<file path="config.mk">
export PLATFORM = sky130hd
export DESIGN_NAME = tcp_segment_checksum
export DESIGN_NICKNAME = d
export VERILOG_FILES = /design/src/hdl/tcs_pkg.sv /design/src/hdl/tcs_accum.sv /design/src/hdl/tcp_segment_checksum.sv
export SDC_FILE = /design/constraint.sdc
export NUM_CORES = 1
export LEC_CHECK = 0
export BUFFER_PORTS_ARGS = -buffer_cell sky130_fd_sc_hd__buf_2
export CAP_MARGIN = 15
export CORE_MARGIN = 3
export CORE_UTILIZATION = 35
export CTS_CLUSTER_DIAMETER = 100
export DETAILED_ROUTE_END_ITERATION = 10
export PLACE_DENSITY = 0.61
export SLEW_MARGIN = 20
export SYNTH_ARGS = -nofsm -noshare
export SYNTH_HDL_FRONTEND = slang
export SYNTH_SLANG_ARGS = --single-unit
export TNS_END_PERCENT = 5
</file>
<file path="constraint.sdc">
create_clock -name aclk -period 18.3 [get_ports aclk]
set_clock_uncertainty 0.05 [all_clocks]
set_input_delay 3.66 -clock aclk [delete_from_list [all_inputs] [get_ports aclk]]
set_output_delay 3.66 -clock aclk [all_outputs]
set_load 0.02 [all_outputs]
</file>
<file path="src/hdl/tcs_pkg.sv">
// ----------------------------------------------------------------------------
// tcs_pkg
// Shared types and constants for the TCP segment checksum block.
// ----------------------------------------------------------------------------
`default_nettype none

package tcs_pkg;

    localparam int unsigned BYTE_W  = 8;
    localparam int unsigned WORD_W  = 16;
    localparam int unsigned SUM_W   = 32;
    localparam int unsigned ADDR_W  = 32;
    localparam int unsigned PROTO_W = 8;
    // four address halves plus the protocol byte fit in 19 bits
    localparam int unsigned PH_W    = 19;
    localparam int unsigned CFG_IDX_W = 2;

    // register indexes of the write port
    localparam logic [CFG_IDX_W-1:0] CFG_SRC_ADDR = 2'd0;
    localparam logic [CFG_IDX_W-1:0] CFG_DST_ADDR = 2'd1;
    localparam logic [CFG_IDX_W-1:0] CFG_PROTO    = 2'd2;

    localparam logic [PROTO_W-1:0] PROTO_RESET = 8'd6;

    // finished segment handed from the byte accumulator to the fold stage
    typedef struct packed {
        logic [SUM_W-1:0]  sum;
        logic [WORD_W-1:0] len;
    } seg_t;

endpackage

`default_nettype wire

</file>
<file path="src/hdl/tcs_accum.sv">
// ----------------------------------------------------------------------------
// tcs_accum
// Pairs bytes into big-endian words, keeps the running sum and byte count,
// and registers the segment sum and length when the last byte arrives.
// ----------------------------------------------------------------------------
`default_nettype none

module tcs_accum (
    input  wire logic                        aclk,
    input  wire logic                        aresetn,
    input  wire logic                        s_valid,
    output logic                             s_ready,
    input  wire logic [tcs_pkg::BYTE_W-1:0]  s_data_byte,
    input  wire logic                        s_last_byte,
    input  wire logic                        seg_take,
    output logic                             seg_valid,
    output tcs_pkg::seg_t                    seg
);

    logic [tcs_pkg::SUM_W-1:0]  running_sum_reg;
    logic [tcs_pkg::WORD_W-1:0] byte_count_reg;
    logic [tcs_pkg::BYTE_W-1:0] pending_reg;
    logic                       odd_reg;
    logic                       seg_valid_reg;
    tcs_pkg::seg_t              seg_reg;

    logic                       accept;
    logic [tcs_pkg::WORD_W-1:0] word;
    logic [tcs_pkg::SUM_W-1:0]  sum_next;
    logic [tcs_pkg::WORD_W-1:0] count_next;

    // stage holds at most one finished segment
    assign s_ready = !seg_valid_reg || seg_take;
    assign accept  = s_valid && s_ready;

    // odd trailing byte goes high with a zero low byte
    assign word       = odd_reg ? {pending_reg, s_data_byte}
                                : {s_data_byte, {tcs_pkg::BYTE_W{1'b0}}};
    assign sum_next   = running_sum_reg + {{(tcs_pkg::SUM_W-tcs_pkg::WORD_W){1'b0}}, word};
    assign count_next = byte_count_reg + 16'd1;

    always_ff @(posedge aclk) begin
        if (!aresetn) begin
            running_sum_reg <= '0;
            byte_count_reg  <= '0;
            odd_reg         <= 1'b0;
            seg_valid_reg   <= 1'b0;
        end else begin
            if (seg_take) begin
                seg_valid_reg <= 1'b0;
            end
            if (accept) begin
                if (s_last_byte) begin
                    running_sum_reg <= '0;
                    byte_count_reg  <= '0;
                    odd_reg         <= 1'b0;
                    seg_valid_reg   <= 1'b1;
                end else begin
                    byte_count_reg <= count_next;
                    odd_reg        <= !odd_reg;
                    if (odd_reg) begin
                        running_sum_reg <= sum_next;
                    end
                end
            end
        end
    end

    // payload registers
    always_ff @(posedge aclk) begin
        if (accept) begin
            pending_reg <= s_data_byte;
            if (s_last_byte) begin
                seg_reg.sum <= sum_next;
                seg_reg.len <= count_next;
            end
        end
    end

    assign seg_valid = seg_valid_reg;
    assign seg       = seg_reg;

    a_last_clears: assert property (@(posedge aclk) disable iff (!aresetn)
        accept && s_last_byte |=> seg_valid_reg && !odd_reg && byte_count_reg == '0)
        else $error("segment state not cleared after last byte");

    a_no_overwrite: assert property (@(posedge aclk) disable iff (!aresetn)
        seg_valid_reg && !seg_take |-> !s_ready)
        else $error("finished segment could be overwritten");

endmodule

`default_nettype wire

</file>
<file path="src/hdl/tcp_segment_checksum.sv">
// ----------------------------------------------------------------------------
// tcp_segment_checksum
// TCP checksum over a byte stream with the IPv4 pseudo-header folded in.
// ----------------------------------------------------------------------------
// Throughput: one byte per clock, no gaps between segments, while m_ready
// keeps up; else s_ready stalls. Each result moves from the accumulator's
// segment register to the output register; the two let the next segment
// stream in while a finished checksum waits on m_ready.
// Reset (aresetn low, synchronous) clears the sum, count and valid flags,
// sets both addresses to zero and the protocol number to 6.
// ----------------------------------------------------------------------------
`default_nettype none

module tcp_segment_checksum (
    input  wire logic                            aclk,
    input  wire logic                            aresetn,
    // configuration write port
    input  wire logic                            cfg_we,
    input  wire logic [tcs_pkg::CFG_IDX_W-1:0]   cfg_index,
    input  wire logic [tcs_pkg::ADDR_W-1:0]      cfg_wdata,
    // segment bytes in
    input  wire logic                            s_valid,
    output logic                                 s_ready,
    input  wire logic [tcs_pkg::BYTE_W-1:0]      s_data_byte,
    input  wire logic                            s_last_byte,
    // checksum out
    output logic                                 m_valid,
    input  wire logic                            m_ready,
    output logic [tcs_pkg::WORD_W-1:0]           m_checksum,
    output logic [tcs_pkg::WORD_W-1:0]           m_segment_length
);

    logic [tcs_pkg::ADDR_W-1:0]  src_addr_reg;
    logic [tcs_pkg::ADDR_W-1:0]  dst_addr_reg;
    logic [tcs_pkg::PROTO_W-1:0] proto_reg;
    // pseudo-header partial sum, refreshed every cycle from the registers; the
    // user moves config only while idle (not enforced), so folds see it settled
    logic [tcs_pkg::PH_W-1:0]    ph_sum_reg;
    logic [tcs_pkg::PH_W-1:0]    ph_sum_next;

    logic                        m_valid_reg;
    logic [tcs_pkg::WORD_W-1:0]  checksum_reg;
    logic [tcs_pkg::WORD_W-1:0]  length_reg;

    logic                        seg_valid;
    tcs_pkg::seg_t               seg;
    logic                        seg_take;

    logic [tcs_pkg::SUM_W-1:0]   total;
    logic [tcs_pkg::WORD_W:0]    fold1;
    logic [tcs_pkg::WORD_W:0]    fold2;

    // ---------------- configuration registers ----------------
    always_ff @(posedge aclk) begin
        if (!aresetn) begin
            src_addr_reg <= '0;
            dst_addr_reg <= '0;
            proto_reg    <= tcs_pkg::PROTO_RESET;
        end else if (cfg_we) begin
            unique case (cfg_index)
                tcs_pkg::CFG_SRC_ADDR: src_addr_reg <= cfg_wdata;
                tcs_pkg::CFG_DST_ADDR: dst_addr_reg <= cfg_wdata;
                tcs_pkg::CFG_PROTO:    proto_reg    <= cfg_wdata[tcs_pkg::PROTO_W-1:0];
                default: ;  // unused index, write dropped
            endcase
        end
    end

    assign ph_sum_next =
          {{(tcs_pkg::PH_W-tcs_pkg::WORD_W){1'b0}}, src_addr_reg[31:16]}
        + {{(tcs_pkg::PH_W-tcs_pkg::WORD_W){1'b0}}, src_addr_reg[15:0]}
        + {{(tcs_pkg::PH_W-tcs_pkg::WORD_W){1'b0}}, dst_addr_reg[31:16]}
        + {{(tcs_pkg::PH_W-tcs_pkg::WORD_W){1'b0}}, dst_addr_reg[15:0]}
        + {{(tcs_pkg::PH_W-tcs_pkg::PROTO_W){1'b0}}, proto_reg};

    always_ff @(posedge aclk) begin
        ph_sum_reg <= ph_sum_next;
    end

    // ---------------- stage 1: byte pairing and running sum ----------------
    tcs_accum u_accum (
        .aclk        (aclk),
        .aresetn     (aresetn),
        .s_valid     (s_valid),
        .s_ready     (s_ready),
        .s_data_byte (s_data_byte),
        .s_last_byte (s_last_byte),
        .seg_take    (seg_take),
        .seg_valid   (seg_valid),
        .seg         (seg)
    );

    // ---------------- stage 2: pseudo-header, fold, complement ----------------
    // output register frees when empty or when the result is taken
    assign seg_take = seg_valid && (!m_valid_reg || m_ready);

    // sum wraps at 32 bits like the running sum
    assign total = seg.sum
                 + {{(tcs_pkg::SUM_W-tcs_pkg::WORD_W){1'b0}}, seg.len}
                 + {{(tcs_pkg::SUM_W-tcs_pkg::PH_W){1'b0}}, ph_sum_reg};

    // two end-around folds; the second never carries out of 16 bits
    assign fold1 = {1'b0, total[31:16]} + {1'b0, total[15:0]};
    assign fold2 = {16'd0, fold1[16]} + {1'b0, fold1[15:0]};

    always_ff @(posedge aclk) begin
        if (!aresetn) begin
            m_valid_reg <= 1'b0;
        end else if (seg_take) begin
            m_valid_reg <= 1'b1;
        end else if (m_ready) begin
            m_valid_reg <= 1'b0;
        end
    end

    always_ff @(posedge aclk) begin
        if (seg_take) begin
            checksum_reg <= ~fold2[tcs_pkg::WORD_W-1:0];
            length_reg   <= seg.len;
        end
    end

    assign m_valid          = m_valid_reg;
    assign m_checksum       = checksum_reg;
    assign m_segment_length = length_reg;

    a_fold_fits: assert property (@(posedge aclk) disable iff (!aresetn)
        seg_valid |-> !fold2[tcs_pkg::WORD_W])
        else $error("second fold carried out of 16 bits");

    a_take_loads: assert property (@(posedge aclk) disable iff (!aresetn)
        seg_take |=> m_valid_reg && m_segment_length == $past(seg.len))
        else $error("segment not moved into output register");

    a_reset_idle: assert property (@(posedge aclk)
        !aresetn |=> !m_valid_reg && !seg_valid)
        else $error("valid flags not cleared by reset");

endmodule

`default_nettype wire

</file>
==> results of run 1 <==
## layer usage
layer	track usage, %	vias to the layer above	wire (um)	part of all wire (%)
met1	19.48	4576	13580	46
met2	24.67	155	13970	48
met4	4.211	4	681	2.3
met5	0	-	27	0.092
met3	2.297	44	1107	3.8
li1	-	4835	-	-
## worst reg2reg max path, stage by stage, from the launching register on
cell and delay [ps]:
edfxtp_1 420, fa_1 480, ha_1 380, or4_1 530, and3_1 250, a31oi_1 380
o21ai_0 170, a21oi_1 210, xnor2_1 210, ha_1 270, inv_1 70, fa_1 390
nand2b_1 200, a211oi_1 230, a211oi_1 120, a211oi_1 450, o21ai_0 140, a21oi_1 140
o21ai_0 90, nand2b_1 140, ha_1 180, ha_1 170, and2_1 150, nand4_1 120
nor2_1 230, nand4_1 210, nor3_1 300, xor2_1 100
## metrics by stage
stage | setup slack, ps | hold slack, ps
floorplan | 10590 | 397.8
global placement | 10270 | 411.9
detailed placement | 10240 | 414.9
CTS | 10240 | 428.7
global route | 10190 | 452.2
finish | 10250 | 428.6
## layout by cell type (no fill, tap or decap), types with 43 or more instances in the layout
| cell | synthesis | layout |
|---|---|---|
| xnor2_1 | 63 | 63 |
| a21boi_0 | 68 | 68 |
| buf_2 | 1 | 81 |
| fa_1 | 58 | 58 |
| ha_1 | 84 | 84 |
| edfxtp_1 | 88 | 88 |
| nor2_1 | 46 | 45 |
| inv_1 | 44 | 43 |
| nand2_1 | 198 | 198 |
| o21ai_0 | 53 | 52 |
| dfxtp_1 | 142 | 142 |
| a21oi_1 | 61 | 61 |
## worst max-delay path by stage
stage / from / to / slack [ps] / depth (start not counted)
global placement: m_ready / s_ready / 10270 / 4
global route: m_ready / s_ready / 10190 / 4
detailed placement: m_ready / s_ready / 10240 / 4
floorplan: m_ready / s_ready / 10590 / 2
CTS: m_ready / s_ready / 10240 / 4
finish: m_ready / s_ready / 10250 / 4
## cells by family (layout without fill, tap and decap cells)
family                     Yosys count  in the layout  share of synthesized area (%)
buffers and inverters               92            179                          2.653
xor gates and xnor gates           104            104                          6.937
DFF                                230            230                          41.09
muxes                               16             16                          1.275
AOI/OAI and AO/OA                  323            323                          16.62
and+or+nand+nor                    412            412                          14.85
adders and majority gates          142            142                          16.57
## area by class of cell
class / instances / area, um^2 / area share [%]
clock inverters: 16 / 191.4 / 1.260
repair buffers: 86 / 442.9 / 2.916
inverters: 44 / 165.2 / 1.087
multi-input cells: 997 / 7523 / 49.53
flip-flops and latches: 230 / 5485 / 36.12
well taps: 504 / 630.6 / 4.152
clock buffers: 33 / 749.5 / 4.935
## power by group
| group | internal [mW] | leakage [nW] | switching [mW] |
|---|---|---|---|
| registers | 0.584 | 1.99 | 0.0177 |
| logic | 0.246 | 3.77 | 0.362 |
| clock network | 0.338 | 0.462 | 0.224 |
==> results.json, run 1 <==
{
  "status": "finished, final reports clean",
  "rsz0062_at_grt": "no",
  "wl_um": 29370,
  "drive_gt1_share_pct": 11.45,
  "final_cells": 1910,
  "numPlacedInstances": 1861,
  "crit_family": "simple AND/OR/NAND/NOR gates",
  "post_drt_wl_per_cell_um": 15.38,
  "postLayoutCoreUtil_pct": 40.90,
  "hp-start": "dst_addr_reg[16]",
  "setup-violations-final": 0,
  "largest_reg_flops": 48,
  "fmax_mhz": 124.2,
  "power_mw": 1.771,
  "antenna_found_initial": 2,
  "ys_ff_latch": 230,
  "path_clk_slew_ps": 60,
  "cts_buffer_depth": 3,
  "clk_latency_ps": 550,
  "tritoncts": "built",
  "min_path_cells": 2,
  "syn_avg_cell_area_um2": 10.12,
  "powerDensity_nw_per_um2": 116.6,
  "holdPathEnd": "dst_addr_reg[16]",
  "finalMaxSlewViolations": 0,
  "design.core.area_um2": 37140,
  "reg2reg_depth": 27,
  "num_vias": 9614,
  "slew_headroom_pct": 30.54,
  "worst_pin_slew_ps": 1042,
  "min_path_type": "reg2reg",
  "place_area_um2": 14250,
  "first_iter_violations": 493,
  "pin_count": 82,
  "synthesis.area_um2": 13350,
  "cts_hold_buf": 0,
  "netlist.area_leader.share_pct": 21.30,
  "period_needed_ps": 8050,
  "crit_chain": "buf_2 -> nor2b_1 -> nand2_1 -> buf_2",
  "die_area_um2": 40520,
  "ys_types": 69,
  "drv_cap": 0,
  "synthCells": 1319,
  "remaining_drc_errors": 0,
  "ys_warn_count": 0,
  "grt_max_degree": 95,
  "critPathCaptureType": "output port",
  "finalHoldViolations": 0,
  "cts_max_level": 1,
  "port_buffers": 81,
  "finalSetupTns_ps": 0,
  "hpwlAfterDp_um": 21810,
  "cts.sinks": 230,
  "r2r-start": "u_accum.seg[5]",
  "cts_made_buffers": 27,
  "critical_path_class": "in2out",
  "p_leak_nw": 6.220,
  "critical_path_arrival_ps": 4340,
  "worstPathRequired_ps": 14590,
  "r2r_end": "m_checksum[14]",
  "die_w_um": 201.3,
  "grt_pass1_vias": 9547,
  "final_nets": 1576,
  "cts_resized": 0,
  "grt_use_total_pct": 14.62,
  "n_antenna_cell": 0,
  "post_cts_buffers": 0,
  "vias_per_cell": 5.034,
  "synth-edff-count": 88,
  "stdcell_area_um2": 15190,
  "r2r_setup_slack_ps": 11300,
  "irDropWorstVdd_v": 0.00007213,
  "ant_nets": 0,
  "fillers": 3636,
  "path_buf_inv": 2,
  "cpMostUsedCell": "buf_2",
  "area_growth_syn_to_layout_pct": 13.79,
  "syn_nets": 1509,
  "yosysSeqAreaShare_pct": 41.09,
  "cts_root_buf": "clkbuf_16",
  "start_kind": "input port",
  "die_h_um": 201.3,
  "synth_area_leaders": "dfxtp_1, edfxtp_1, fa_1",
  "synthTopCellsByCount": "nand2_1, dfxtp_1, edfxtp_1",
  "worst_path_largest_cell_delay_ps": 280,
  "initial_core_util_pct": 35.94,
  "critPathSlowestCell": "nor2b_1",
  "rows": 70,
  "synth.most_common_cell": "nand2_1",
  "gp_congestion": 0.8372,
  "synth-main-ff-cell": "dfxtp_1",
  "ys_async_sr_fraction_pct": 0,
  "synth_top_area_cell": "dfxtp_1",
  "drtPass1Iterations": 4,
  "grt_pass1_wl_um": 49290,
  "period_share_pct": 43.99,
  "crit_path_max_fanout": 3,
  "overflow": 0
}
Note: power is estimated with default switching activity, not from simulation.
==> run 2: changes to the inputs <==
Clock period 18.3 ns to 7.75 ns, I/O delays scaled along.
==> results.json, run 2 (same netlist as run 1, synthesis figures left out) <==
{
  "hpwlAfterDp_um": 22230,
  "rsz0062_at_grt": "no",
  "cts_root_buf": "clkbuf_16",
  "status": "finished, final reports clean",
  "critical_path_class": "reg2reg",
  "worstPathRequired_ps": 7980,
  "post_drt_wl_per_cell_um": 15.74,
  "cts_max_level": 1,
  "cts_buffer_depth": 3,
  "die_area_um2": 40520,
  "remaining_drc_errors": 0,
  "final_nets": 1576,
  "pin_count": 82,
  "design.core.area_um2": 37140,
  "fillers": 3648,
  "grt_use_total_pct": 14.77,
  "start_kind": "flip-flop",
  "critPathCaptureType": "flip-flop",
  "die_w_um": 201.3,
  "initial_core_util_pct": 35.94,
  "finalMaxSlewViolations": 0,
  "largest_reg_flops": 48,
  "ant_nets": 0,
  "vias_per_cell": 5.028,
  "p_leak_nw": 6.231,
  "critPathSlowestCell": "or4_1",
  "min_path_type": "reg2reg",
  "drive_gt1_share_pct": 11.46,
  "cts_resized": 0,
  "path_clk_slew_ps": 60,
  "wl_um": 30060,
  "rows": 70,
  "gp_congestion": 0.8886,
  "r2r_setup_slack_ps": 1020,
  "slew_headroom_pct": 35.35,
  "clk_latency_ps": 550,
  "first_iter_violations": 491,
  "overflow": 0,
  "finalSetupTns_ps": 0,
  "period_needed_ps": 6733,
  "port_buffers": 81,
  "place_area_um2": 14250,
  "cpMostUsedCell": "ha_1",
  "antenna_found_initial": 2,
  "irDropWorstVdd_v": 0.0001638,
  "post_cts_buffers": 0,
  "cts_made_buffers": 26,
  "setup-violations-final": 0,
  "n_antenna_cell": 0,
  "setup_slack_ps": 1017,
  "worst_pin_slew_ps": 966.2,
  "finalHoldViolations": 0,
  "tritoncts": "built",
  "fmax_mhz": 148.5,
  "num_vias": 9598,
  "grt_max_degree": 95,
  "place_ws_ps": 1073,
  "stdcell_area_um2": 15230,
  "grt_pass1_wl_um": 49600,
  "grt_pass1_vias": 9483,
  "period_share_pct": 86.88,
  "area_growth_syn_to_layout_pct": 14.07,
  "critical_path_arrival_ps": 6970,
  "worst_path_largest_cell_delay_ps": 540,
  "powerDensity_nw_per_um2": 277.5,
  "layout_commonest_cell": "nand2_1",
  "final_cell_mix": "nand2_1, dfxtp_1, edfxtp_1",
  "crit_path_max_fanout": 11,
  "drtPass1Iterations": 4,
  "cts.sinks": 230,
  "cts_hold_buf": 0,
  "path_buf_inv": 0,
  "die_h_um": 201.3,
  "drv_cap": 0,
  "crit_family": "compound AO/OA/AOI/OAI gates"
}
run 2: where the power goes:
group | internal, mW | switching [mW]
Clock | 0.819 | 0.521
Combinational | 0.585 | 0.881
Sequential | 1.38 | 0.0412
Total | 2.78 | 1.44
run 2: layout make-up:
cell class	count	area [um^2]	share of cell area [%]
repair buffers	87	462.9	3.041
multi-input cells	997	7528	49.45
flip-flops and latches	230	5485	36.03
clock buffers	29	693.2	4.553
clock inverters	18	260.3	1.709
inverters	44	165.2	1.085
well taps	504	630.6	4.142
run 2: metal layers:
| layer | up-vias | GRT usage [%] | wire [um] |
|---|---|---|---|
| li1 | 4836 | - | - |
| met1 | 4547 | 19.75 | 13940 |
| met2 | 177 | 25.20 | 14230 |
| met3 | 36 | 2.119 | 1216 |
| met4 | 2 | 3.887 | 666 |
| met5 | - | 0 | 7 |
run 2: worst paths after layout:
| path | from | to | cells past startpoint |
|---|---|---|---|
| max | u_accum.seg[5] | m_checksum[14] | 25 |
| min | dst_addr_reg[9] | dst_addr_reg[9] | 2 |
| max reg2reg | u_accum.seg[5] | m_checksum[14] | 25 |
| min reg2reg | dst_addr_reg[9] | dst_addr_reg[9] | 2 |
run 2: stage by stage:
stage	util (%)	total power, mW	std cells	hold WS (ps)
global placement	38.38	2.903	1861	412.3
global route	41.00	4.509	1909	443.1
floorplan	-	2.557	1319	397.8
detailed placement	38.38	2.921	1861	416.6
finish	41.00	4.226	1909	431.8
CTS	40.95	4.282	1908	432.3
run 2: tightest hold or removal path, cell delays in order, from the launching register on:
cell      delay, ps
dfxtp_1         320
nand2_1          50
a21boi_0         60
==> run 3: changes to the inputs <==
Settings changed: CTS_BUF_LIST set to sky130_fd_sc_hd__clkbuf_8.
==> results.json, run 3 (same netlist as run 1, synthesis figures left out) <==
{
  "tritoncts": "built",
  "irDropWorstVdd_v": 0.0001114,
  "worstPathRequired_ps": 7990,
  "r2r_setup_slack_ps": 1050,
  "final_cell_mix": "nand2_1, dfxtp_1, edfxtp_1",
  "first_iter_violations": 552,
  "min_path_cells": 2,
  "finalHoldViolations": 0,
  "place_area_um2": 14250,
  "final_nets": 1590,
  "r2r-start": "u_accum.seg[5]",
  "design.core.area_um2": 37140,
  "rsz0062_at_grt": "no",
  "clockPowerShare_pct": 27.2,
  "cts_root_buf": "clkbuf_8",
  "reg2reg_depth": 25,
  "p_leak_nw": 6.200,
  "path_clk_slew_ps": 60,
  "cpMostUsedCell": "ha_1",
  "hpwlAfterDp_um": 22230,
  "cts_buffer_depth": 3,
  "hp-start": "dst_addr_reg[8]",
  "vias_per_cell": 4.990,
  "worst_pin_slew_ps": 968.1,
  "cts_made_buffers": 40,
  "finalSetupTns_ps": 0,
  "fmax_mhz": 149.3,
  "largest_reg_flops": 48,
  "pin_count": 82,
  "drv_cap": 0,
  "grt_max_degree": 95,
  "min_path_type": "reg2reg",
  "grt_pass1_vias": 9582,
  "rows": 70,
  "die_area_um2": 40520,
  "grt_use_total_pct": 14.89,
  "port_buffers": 81,
  "post_drt_wl_per_cell_um": 15.60,
  "holdPathEnd": "dst_addr_reg[8]",
  "crit_path_max_fanout": 11,
  "finalMaxSlewViolations": 0,
  "grt_pass1_wl_um": 49690,
  "critical_path_arrival_ps": 6940,
  "cts_resized": 0,
  "area_growth_syn_to_layout_pct": 12.80,
  "p_seq_share_pct": 35.8,
  "setup-violations-final": 0,
  "slew_headroom_pct": 35.22,
  "cts_max_level": 2,
  "p_int_mw": 2.536,
  "status": "finished, final reports clean",
  "die_h_um": 201.3,
  "critical_path_class": "reg2reg",
  "critPathCaptureType": "flip-flop",
  "layout_commonest_cell": "nand2_1",
  "post_cts_buffers": 0,
  "powerDensity_nw_per_um2": 263.6,
  "initial_core_util_pct": 35.94,
  "die_w_um": 201.3,
  "antenna_found_initial": 2,
  "cts.sinks": 230,
  "crit_path_start": "u_accum.seg[5]",
  "num_vias": 9645,
  "overflow": 0,
  "clk_latency_ps": 540,
  "power_mw": 3.968,
  "postLayoutCoreUtil_pct": 40.54,
  "combPwrFrac_pct": 36.9,
  "drtPass1Iterations": 4,
  "period_needed_ps": 6697,
  "wl_um": 30150,
  "switching_power_mw": 1.432,
  "start_kind": "flip-flop",
  "remaining_drc_errors": 0,
  "cts_hold_buf": 0,
  "stdcell_area_um2": 15060,
  "n_antenna_cell": 0,
  "r2r_end": "m_checksum[14]",
  "worst_path_largest_cell_delay_ps": 540,
  "ant_nets": 0,
  "switching_share_pct": 36.08,
  "period_share_pct": 86.42,
  "critPathSlowestCell": "or4_1",
  "gp_congestion": 0.8886,
  "drive_gt1_share_pct": 12.04
}
==> run 3: cell types whose count changed in the layout (fill, tap and decap cells not counted), sizes merged <==
cell,before,now
inv,43,57
clkbuf,29,45
clkinv,13,7
bufinv,5,1
clkinvlp,1,5
==> run 3: layout make-up <==
type / instances / area (um^2)
Timing Repair Buffer: 87 / 462.9
Clock buffer: 45 / 619.3
Tap cell: 504 / 630.6
Fill cell: 3699 / 22080
Clock inverter: 26 / 163.9
Inverter: 44 / 165.2
Multi-Input combinational cell: 997 / 7528
Sequential cell: 230 / 5485
==> run 3: how the worst max path moves through the flow <==
stage,slack (ps),to,depth (start not counted)
after floorplan,1820,m_checksum[14],28
final,1050,m_checksum[14],25
after detailed placement,1070,m_checksum[14],28
after global placement,1250,m_checksum[15],26
after global routing,310,m_checksum[14],27
after CTS,1050,m_checksum[14],25
==> run 3: critical path: cells and delay by family, from the launching register on <==
kind	cells	cell delay, ps
xor gates and xnor gates	2	220
and+or+nand+nor	8	1810
AOI/OAI and AO/OA	10	2410
adders and majority gates	5	1530
DFF	1	400
==> run 3: power groups by stage <==
| stage | Combinational (mW) | Sequential [mW] | Clock [mW] |
|---|---|---|---|
| 2_1_floorplan | 1.09 | 1.47 | 0 |
| 3_3_place_gp | 1.46 | 1.45 | 0 |
| 6_report | 1.47 | 1.42 | 1.08 |
| 5_1_grt | 1.65 | 1.43 | 1.18 |
| 3_5_place_dp | 1.47 | 1.45 | 0 |
| 4_1_cts | 1.48 | 1.42 | 1.12 |
==> run 3: routing by layer <==
layer / global-route usage (%) / wire length, um / share of wire [%]
met5: 0 / 7 / 0.023
met1: 19.44 / 13850 / 46
met3: 2.556 / 1239 / 4.1
met2: 25.19 / 14340 / 48
met4: 4.859 / 713 / 2.4
==> run 3: metrics by stage <==
stage,worst slack (ps),hold WS [ps],std cells
final,1053,430.2,1933
after global routing,313.5,443.4,1933
after CTS,1047,433.0,1932
after detailed placement,1073,416.6,1861
after global placement,1249,412.3,1861
after floorplan,1821,397.8,1319
